[config.mk]
export PLATFORM = sky130hd
export DESIGN_NAME = ycbcr422_to_420_level_expand_core
export DESIGN_NICKNAME = d
export VERILOG_FILES = /design/src/rtl/yc420_pkg.sv /design/src/rtl/yc420_row_track.sv /design/src/rtl/yc420_level_map.sv /design/src/rtl/ycbcr422_to_420_level_expand_core.sv
export SDC_FILE = /design/constraint.sdc
export NUM_CORES = 1
export LEC_CHECK = 0
export BUFFER_PORTS_ARGS = -buffer_cell sky130_fd_sc_hd__buf_2
export CAP_MARGIN = 15
export CELL_PAD_IN_SITES_DETAIL_PLACEMENT = 0
export CELL_PAD_IN_SITES_GLOBAL_PLACEMENT = 1
export CORE_UTILIZATION = 44
export DETAILED_ROUTE_END_ITERATION = 6
export PLACE_DENSITY = 0.77
export SLEW_MARGIN = 25
export SYNTH_ARGS = -nofsm -noshare
export SYNTH_HDL_FRONTEND = slang
export SYNTH_SLANG_ARGS = --single-unit
[constraint.sdc]
create_clock -name i_clk -period 5.7 [get_ports i_clk]
set_input_delay 0.285 -clock i_clk [delete_from_list [all_inputs] [get_ports i_clk]]
set_output_delay 0.285 -clock i_clk [all_outputs]
set_load 0.1 [all_outputs]
[src/rtl/yc420_pkg.sv]
// ----------------------------------------------------------------------------
// YCbCr 4:2:2 to 4:2:0 level expansion - shared definitions
// Types, constants and the level mapping function used by the core and its
// sub-blocks.
// ----------------------------------------------------------------------------
`default_nettype none

package yc420_pkg;

    // Largest row length in pixel pairs; longer settings are limited to it.
    localparam int MAX_PAIRS = 2048;

    // Width of the column counter, which counts 0 .. MAX_PAIRS-1.
    localparam int COL_W = (MAX_PAIRS > 1) ? $clog2(MAX_PAIRS) : 1;

    // Width of the row length register.
    localparam int PPR_W = 12;

    // Width used to compare the column counter against the last column.
    localparam int CMP_W = ((COL_W > PPR_W) ? COL_W : PPR_W) + 1;

    // Configuration port widths.
    localparam int CFG_IDX_W  = 1;
    localparam int CFG_DATA_W = 12;

    // Register indexes on the configuration port.
    localparam logic [CFG_IDX_W-1:0] CFG_PAIRS_PER_ROW = 1'b0;
    localparam logic [CFG_IDX_W-1:0] CFG_EXPAND_LEVELS = 1'b1;

    // Reset values of the registers.
    localparam logic [PPR_W-1:0] PAIRS_PER_ROW_RST = 12'd960;
    localparam logic             EXPAND_LEVELS_RST = 1'b1;

    // Level expansion: black level and Q16 gains (255/219 and 255/224).
    localparam int GAIN_W = 17;
    localparam logic [7:0]        LEVEL_BASE  = 8'd16;
    localparam logic [GAIN_W-1:0] LUMA_GAIN   = 17'd76309;
    localparam logic [GAIN_W-1:0] CHROMA_GAIN = 17'd74606;

    // One 4:2:2 pixel pair.
    typedef struct packed {
        logic [7:0] cb_in;
        logic [7:0] luma_a_in;
        logic [7:0] cr_in;
        logic [7:0] luma_b_in;
    } t_in_item;

    // One 4:2:0 result.
    typedef struct packed {
        logic [7:0] luma_a_out;
        logic [7:0] luma_b_out;
        logic [7:0] cb_out;
        logic [7:0] cr_out;
        logic       chroma_valid;
        logic       row_end;
    } t_out_item;

    // Row position of the pair being accepted.
    typedef struct packed {
        logic chroma_on;
        logic last;
    } t_row_flags;

    // Expands one video-range value to full range with clamping.
    function automatic logic [7:0] expand_value(input logic [7:0] v,
                                                input logic [GAIN_W-1:0] gain);
        logic [7:0]          d;
        logic [GAIN_W+7:0]   p;
        logic [8:0]          q;
        logic [7:0]          r;
        d = v - LEVEL_BASE;
        p = {{GAIN_W{1'b0}}, d} * {8'd0, gain};
        q = p[16 +: 9];
        if (v <= LEVEL_BASE) begin
            r = 8'd0;
        end else if (q[8]) begin
            r = 8'hFF;
        end else begin
            r = q[7:0];
        end
        return r;
    endfunction

endpackage

`default_nettype wire

[src/rtl/yc420_row_track.sv]
// ----------------------------------------------------------------------------
// YCbCr 4:2:0 row tracker
// Counts pixel pairs along a row and keeps the row parity; flags the last
// pair of each row and whether the current row keeps its chroma.
// ----------------------------------------------------------------------------
`default_nettype none

module yc420_row_track (
    input  wire logic                        i_clk,
    input  wire logic                        i_rst_n,
    input  wire logic                        i_accept,
    input  wire logic [yc420_pkg::PPR_W-1:0] i_pairs_per_row,
    output yc420_pkg::t_row_flags            o_flags
);

    logic [yc420_pkg::COL_W-1:0] r_col;
    logic [yc420_pkg::COL_W-1:0] n_col;
    logic                        r_odd;
    logic                        n_odd;
    logic [yc420_pkg::CMP_W-1:0] pairs_ext;
    logic [yc420_pkg::CMP_W-1:0] last_col;
    logic                        last;

    // Limit the row length to 1 .. MAX_PAIRS and find the last column.
    always_comb begin
        pairs_ext = {{(yc420_pkg::CMP_W-yc420_pkg::PPR_W){1'b0}}, i_pairs_per_row};
        if (pairs_ext == '0) begin
            last_col = '0;
        end else if (pairs_ext > yc420_pkg::CMP_W'(yc420_pkg::MAX_PAIRS)) begin
            last_col = yc420_pkg::CMP_W'(yc420_pkg::MAX_PAIRS - 1);
        end else begin
            last_col = pairs_ext - yc420_pkg::CMP_W'(1);
        end
        last = {{(yc420_pkg::CMP_W-yc420_pkg::COL_W){1'b0}}, r_col} >= last_col;
    end

    // Advance the column, or wrap and flip the row parity at row end.
    always_comb begin
        n_col = r_col;
        n_odd = r_odd;
        if (i_accept) begin
            if (last) begin
                n_col = '0;
                n_odd = ~r_odd;
            end else begin
                n_col = r_col + yc420_pkg::COL_W'(1);
            end
        end
    end

    always_ff @(posedge i_clk) begin
        if (!i_rst_n) begin
            r_col <= '0;
            r_odd <= 1'b0;
        end else begin
            r_col <= n_col;
            r_odd <= n_odd;
        end
    end

    assign o_flags.chroma_on = ~r_odd;
    assign o_flags.last      = last;

endmodule

`default_nettype wire

[src/rtl/yc420_level_map.sv]
// ----------------------------------------------------------------------------
// YCbCr 4:2:0 level mapper
// Expands the four samples of a pair to full range when enabled and drops
// the chroma on odd rows.
// ----------------------------------------------------------------------------
`default_nettype none

module yc420_level_map (
    input  wire yc420_pkg::t_in_item   i_item,
    input  wire yc420_pkg::t_row_flags i_flags,
    input  wire logic                  i_expand,
    output yc420_pkg::t_out_item       o_item
);

    logic [7:0] luma_a;
    logic [7:0] luma_b;
    logic [7:0] cb;
    logic [7:0] cr;

    // Map each sample: expanded with clamping, or passed through.
    always_comb begin
        if (i_expand) begin
            luma_a = yc420_pkg::expand_value(i_item.luma_a_in, yc420_pkg::LUMA_GAIN);
            luma_b = yc420_pkg::expand_value(i_item.luma_b_in, yc420_pkg::LUMA_GAIN);
            cb     = yc420_pkg::expand_value(i_item.cb_in, yc420_pkg::CHROMA_GAIN);
            cr     = yc420_pkg::expand_value(i_item.cr_in, yc420_pkg::CHROMA_GAIN);
        end else begin
            luma_a = i_item.luma_a_in;
            luma_b = i_item.luma_b_in;
            cb     = i_item.cb_in;
            cr     = i_item.cr_in;
        end
    end

    // Chroma is kept on even rows only; on odd rows it reads as zero.
    always_comb begin
        o_item.luma_a_out   = luma_a;
        o_item.luma_b_out   = luma_b;
        o_item.cb_out       = i_flags.chroma_on ? cb : 8'd0;
        o_item.cr_out       = i_flags.chroma_on ? cr : 8'd0;
        o_item.chroma_valid = i_flags.chroma_on;
        o_item.row_end      = i_flags.last;
    end

endmodule

`default_nettype wire

[src/rtl/ycbcr422_to_420_level_expand_core.sv]
// ----------------------------------------------------------------------------
// YCbCr 4:2:2 to 4:2:0 converter with level expansion
// Takes one 4:2:2 pixel pair (Cb, Y0, Cr, Y1) per transaction on the input
// channel and gives one result per pair on the output channel: both lumas,
// and the chroma on even rows only (4:2:0 vertical subsampling). With level
// expansion enabled each sample is mapped from video range to 0..255.
//
// Both channels are valid/ready. A pair is registered on acceptance together
// with its row position; the mapping runs between that register and the
// output register, from which the result is presented. One pair per cycle
// is sustained while the receiver takes results; the output register and
// the input register each hold a transaction, so the input can still take
// one transaction while a finished result waits, and both back up when the
// receiver stalls.
// The configuration port (row length in pairs, level expansion enable) is
// written with no wait; it should change only while the block is empty.
// Synchronous reset empties both stages, sets the column to zero and the
// row to even, and loads 960 pairs per row with expansion enabled.
// ----------------------------------------------------------------------------
`default_nettype none

module ycbcr422_to_420_level_expand_core (
    input  wire logic                             i_clk,
    input  wire logic                             i_rst_n,
    // Configuration write port.
    input  wire logic                             i_cfg_we,
    input  wire logic [yc420_pkg::CFG_IDX_W-1:0]  i_cfg_idx,
    input  wire logic [yc420_pkg::CFG_DATA_W-1:0] i_cfg_data,
    // Input channel.
    input  wire logic                             i_in_valid,
    output logic                                  o_in_ready,
    input  wire yc420_pkg::t_in_item              i_in_data,
    // Output channel.
    output logic                                  o_out_valid,
    input  wire logic                             i_out_ready,
    output yc420_pkg::t_out_item                  o_out_data
);

    logic [yc420_pkg::PPR_W-1:0] r_pairs_per_row;
    logic                        r_expand;

    logic                  r_s1_valid;
    yc420_pkg::t_in_item   r_s1_data;
    yc420_pkg::t_row_flags r_s1_flags;
    logic                  r_s2_valid;
    yc420_pkg::t_out_item  r_s2_data;

    logic                  in_accept;
    logic                  s1_ready;
    logic                  s2_ready;
    yc420_pkg::t_row_flags row_flags;
    yc420_pkg::t_out_item  mapped;

    // Configuration registers.
    always_ff @(posedge i_clk) begin
        if (!i_rst_n) begin
            r_pairs_per_row <= yc420_pkg::PAIRS_PER_ROW_RST;
            r_expand        <= yc420_pkg::EXPAND_LEVELS_RST;
        end else if (i_cfg_we) begin
            unique case (i_cfg_idx)
                yc420_pkg::CFG_PAIRS_PER_ROW: begin
                    r_pairs_per_row <= i_cfg_data[yc420_pkg::PPR_W-1:0];
                end
                yc420_pkg::CFG_EXPAND_LEVELS: begin
                    r_expand <= i_cfg_data[0];
                end
                default: begin
                end
            endcase
        end
    end

    // Pipeline flow control: a stage loads when empty or when it moves on.
    assign s2_ready   = ~r_s2_valid | i_out_ready;
    assign s1_ready   = ~r_s1_valid | s2_ready;
    assign o_in_ready = s1_ready;
    assign in_accept  = i_in_valid & s1_ready;

    yc420_row_track u_row_track (
        .i_clk           (i_clk),
        .i_rst_n         (i_rst_n),
        .i_accept        (in_accept),
        .i_pairs_per_row (r_pairs_per_row),
        .o_flags         (row_flags)
    );

    // Input stage: the pair and its row position.
    always_ff @(posedge i_clk) begin
        if (!i_rst_n) begin
            r_s1_valid <= 1'b0;
        end else if (s1_ready) begin
            r_s1_valid <= i_in_valid;
        end
    end

    always_ff @(posedge i_clk) begin
        if (in_accept) begin
            r_s1_data  <= i_in_data;
            r_s1_flags <= row_flags;
        end
    end

    yc420_level_map u_level_map (
        .i_item   (r_s1_data),
        .i_flags  (r_s1_flags),
        .i_expand (r_expand),
        .o_item   (mapped)
    );

    // Output stage: the finished result.
    always_ff @(posedge i_clk) begin
        if (!i_rst_n) begin
            r_s2_valid <= 1'b0;
        end else if (s2_ready) begin
            r_s2_valid <= r_s1_valid;
        end
    end

    always_ff @(posedge i_clk) begin
        if (s2_ready && r_s1_valid) begin
            r_s2_data <= mapped;
        end
    end

    assign o_out_valid = r_s2_valid;
    assign o_out_data  = r_s2_data;

    // Odd-row results never carry chroma.
    a_odd_row_no_chroma: assert property (@(posedge i_clk) disable iff (!i_rst_n)
        (o_out_valid && !o_out_data.chroma_valid)
            |-> (o_out_data.cb_out == 8'd0 && o_out_data.cr_out == 8'd0))
        else $error("chroma present on an odd-row result");

    // Accepting the last pair of a row flips the row parity.
    a_row_flip: assert property (@(posedge i_clk) disable iff (!i_rst_n)
        (in_accept && row_flags.last)
            |=> (row_flags.chroma_on != $past(row_flags.chroma_on)))
        else $error("row parity did not flip at row end");

    // Any other accepted pair leaves the row parity alone.
    a_row_hold: assert property (@(posedge i_clk) disable iff (!i_rst_n)
        (in_accept && !row_flags.last) |=> $stable(row_flags.chroma_on))
        else $error("row parity changed mid-row");

endmodule

`default_nettype wire

==> metrics.md <==
| Metric | Value |
|---|---|
| Vias per cell | 5.105 |
| Worst Path Arrival | 5.48 ns |
| EDFF count, synth | 68 |
| Fill cell count | 2151 |
| Comb pwr share | 64.1% |
| IO Pins | 86 |
| CP Capture Type | register |
| Hold-fix buffers, CTS | 0 |
| NumNets Final | 1511 |
| Fmax | 0.1862 GHz |
| WL final | 21880 um |
| Initial antenna violation count | 1 |
| Fin util | 50.34% |
| Clock sinks | 95 |
| Layout cell share with drive strength beyond 1 | 12.49% |
| First-pass GRT wire length | 36930 um |
| Pin count of the biggest net entering global routing | 45 |
| Root buffer cell | clkbuf_16 |
| Required @ worst endpoint | 5.80 ns |
| Share of the synthesized area in the top cell type | 28.11% |
| Drt pass-1 iters | 4 |
| Drt drc | 0 |
| Cell accounting for the most synthesized area | ha_1 |
| # rows | 56 |
| Die X | 156.8 um |
| Psw | 1.886 mW |
| DRT iter0 DRCs | 223 |
| Post-synthesis async set-or-reset flop share | 0% |
| Final hold vios | 0 |
| GRT Max-Usage Layer | met2 |
| Relative slew slack | 54.90% |
| H-tree levels | 3 |
| Hold Path Class | input pin to register |
| Leakage | 5.928 nW |
| Mapped cell area | 10550 um2 |
| Worst-path clk slew | 0.07 ns |
| Synth Flop Type | edfxtp_1 |
| CTS tree | built |
| Gate Count Post-Synth | 1042 |
| Seq/Total Area, Yosys | 24.48% |
| Ys Warns | 0 |
| Final worst path period share | 94.24% |
| Met1 Resource Use GR | 26.47% |
| Seq pwr share | 22.3% |
| Switching share of power | 46.06% |
| Unique masters post-synth | 63 |
| Least-Margin Pin Slew | 0.6758 ns |
| Die area | 24600 um2 |
| Worst Setup Start Kind | register |
| Total track usage | 19.29% |
| Minimum clock period after layout | 5.372 ns |
| Peak supply drop | 198.0 uV |
| Critical path cell sequence | inv_1 -> ha_1 -> xor2_2 -> xor2_1 -> ha_1 -> or2_2 -> fa_1 -> inv_1 -> fa_1 -> fa_1 -> inv_1 -> ha_1 -> o21ai_0 -> a21oi_1 -> o22ai_1 -> o31ai_2 -> a311o_1 -> o21ai_0 -> a21boi_1 -> a221o_1 |
| Met2 GRT Util | 32.04% |
| Max-cap violation count | 0 |
| Global routing usage on met3 | 3.212% |
| Max-slew violations | 0 |
| Crit-path max FO | 7 |
| Max Buffers Root-to-Sink | 2 |
| Clock Latency Late Sink | 0.35 ns |
| Antenna cell count | 0 |
| Outcome | finished, final reports clean |
| Placeable core area | 23470 um2 |
| Die H | 156.8 um |
| Gp weighted congestion | 0.8403 |
| Clock network power share | 13.6% |
| WHS | 0.1043 ns |
| Layout area overhead | 11.99% |
| Post-DR wirelength/cell | 14.87 um |
| Slowest stage delay, CP | 0.53 ns |
| Syn nets | 1405 |
| Setup TNS | 0 ns |
| Worst path slowest cell | fa_1 |
| Post-DRT Antenna Nets | 0 |
| Syn avg cell area | 10.12 um2 |
| Initial Util | 44.95% |
| Cts bufs inserted | 9 |
| Routed vias | 7515 |
| I/O Buffers | 85 |
| Power per cell area | 346.5 nW/um2 |
| Skew final | 0.009677 ns |
| Gr ovfl total | 0 |
| Synth Register Bits | 95 |
| Vias in the first global route | 7651 |
| Hpwl dp | 18470 um |
| Setup Viol. Count Final | 0 |
| Top cells by area, synth | ha_1 (28%), edfxtp_1 (19%), fa_1 (14%), inv_1 (6.8%), dfxtp_1 (5.1%) |
| Worst Setup Path Type | register to register |
| Internal Power | 2.208 mW |
## critical path: cells and delay by family (launching register included)
family	cells	cell delay, ns
buffers and inverters	3	0.21
adders and majority gates	6	2.13
xor gates and xnor gates	2	0.38
DFF	1	0.46
and+or+nand+nor	1	0.30
AOI/OAI and AO/OA	8	1.62
## sequential cells by signal (all words and copies together), names as in the netlist
signal	flops
o_out_data	34
r_s1_valid	1
u_row_track.r_col	11
r_expand	1
r_pairs_per_row	12
r_s1_data	32
o_out_valid	1
u_row_track.r_odd	1
r_s1_flags	2
## layer usage
metal  wire length (um)  up-vias
li1                   -     3818
met4                189        2
met5                 11        -
met2              10020      132
met1              10780     3545
met3                882       18
## cell usage after synthesis, types with 4 or more instances
| cell type | n |
|---|---|
| xor2_1 | 32 |
| nor2b_1 | 11 |
| ha_1 | 237 |
| or2_2 | 4 |
| nor3_1 | 27 |
| edfxtp_1 | 68 |
| a21o_1 | 8 |
| a31oi_1 | 8 |
| nand4b_1 | 4 |
| nand3_1 | 19 |
| xnor2_1 | 20 |
| nand2b_1 | 7 |
| and2_1 | 11 |
| fa_1 | 76 |
| o21ai_0 | 22 |
| a211oi_1 | 11 |
| dfxtp_1 | 27 |
| inv_1 | 191 |
| o21a_1 | 11 |
| nor2_1 | 41 |
| a21oi_1 | 37 |
| a221o_1 | 20 |
| nand4_1 | 7 |
| a21boi_0 | 9 |
| nand2_1 | 65 |
| or3_1 | 6 |
| o22ai_1 | 6 |
| clkbuf_1 | 9 |
| and3_1 | 5 |
## final cells by class
class	count	area (um2)	share of cell area, %
multi-input cells	746	7256	61.41
flip-flops and latches	95	2582	21.86
inverters	191	716.9	6.068
repair buffers	105	595.6	5.041
well taps	319	399.1	3.378
clock buffers	11	232.7	1.970
clock inverters	5	32.53	0.2753
## logic make-up after synthesis
kind of cell	share of synthesized area [%]
AO/OA/AOI/OAI	11.36
XOR/XNOR	4.317
adder cells (fa/ha/maj)	42.62
buffers and inverters	7.151
flip-flops	24.48
multiplexers	0.2016
AND/OR/NAND/NOR	9.867
## cells in the final DEF (no fill, tap or decap), types with 3 or more instances in the layout
cell / instances
ha_1: 237
inv_1: 191
buf_2: 85
fa_1: 76
edfxtp_1: 68
nand2_1: 65
nor2_1: 41
a21oi_1: 37
xor2_1: 30
dfxtp_1: 27
nor3_1: 24
xnor2_1: 20
o21ai_0: 20
a221o_1: 20
nand3_1: 19
buf_4: 19
o21a_1: 11
a211oi_1: 11
and2_1: 10
nor2b_1: 9
a21boi_0: 9
clkbuf_16: 9
a21o_1: 8
a31oi_1: 8
nand2b_1: 7
nand4_1: 7
or3_1: 6
o22ai_1: 6
and3_1: 5
or2_2: 4
nand4b_1: 4
nor3_2: 3
## timing repair
item,CTS,global route
setup buffers,0,3
gates resized for setup,0,8
endpoints found under the setup margin,0,15
## power by group through the flow
stage	sequential, mW	combinational [mW]	clock, mW
final	0.914	2.62	0.557
after global routing	0.923	3.01	0.601
after CTS	0.915	2.64	0.579
after detailed placement	0.930	2.61	0
after global placement	0.930	2.58	0
after floorplan	1.25	1.74	0
## through the flow
stage / instance area (um2) / total power, mW / setup WS (ns) / instances
after floorplan: 10550 / 2.986 / 0.1983 / 1042
after global placement: 11470 / 3.509 / 0.2638 / 1452
after detailed placement: 11470 / 3.544 / 0.1519 / 1452
after CTS: 11730 / 4.137 / 0.1245 / 1468
after global routing: 11820 / 4.532 / -0.0006839 / 1472
final: 11820 / 4.094 / 0.3281 / 1472
## path summary, 6_finish.rpt
kind / from / to / slack, ns / cells after the start
setup / recovery: r_s1_data[13] / o_out_data[6] / 0.33 / 20
hold reg to reg: r_s1_flags[0] / o_out_data[0] / 0.43 / 0
setup reg to reg: r_s1_data[13] / o_out_data[6] / 0.33 / 20
hold / removal: i_in_data[17] / r_s1_data[17] / 0.10 / 1
(Power assumes the default switching activity.)
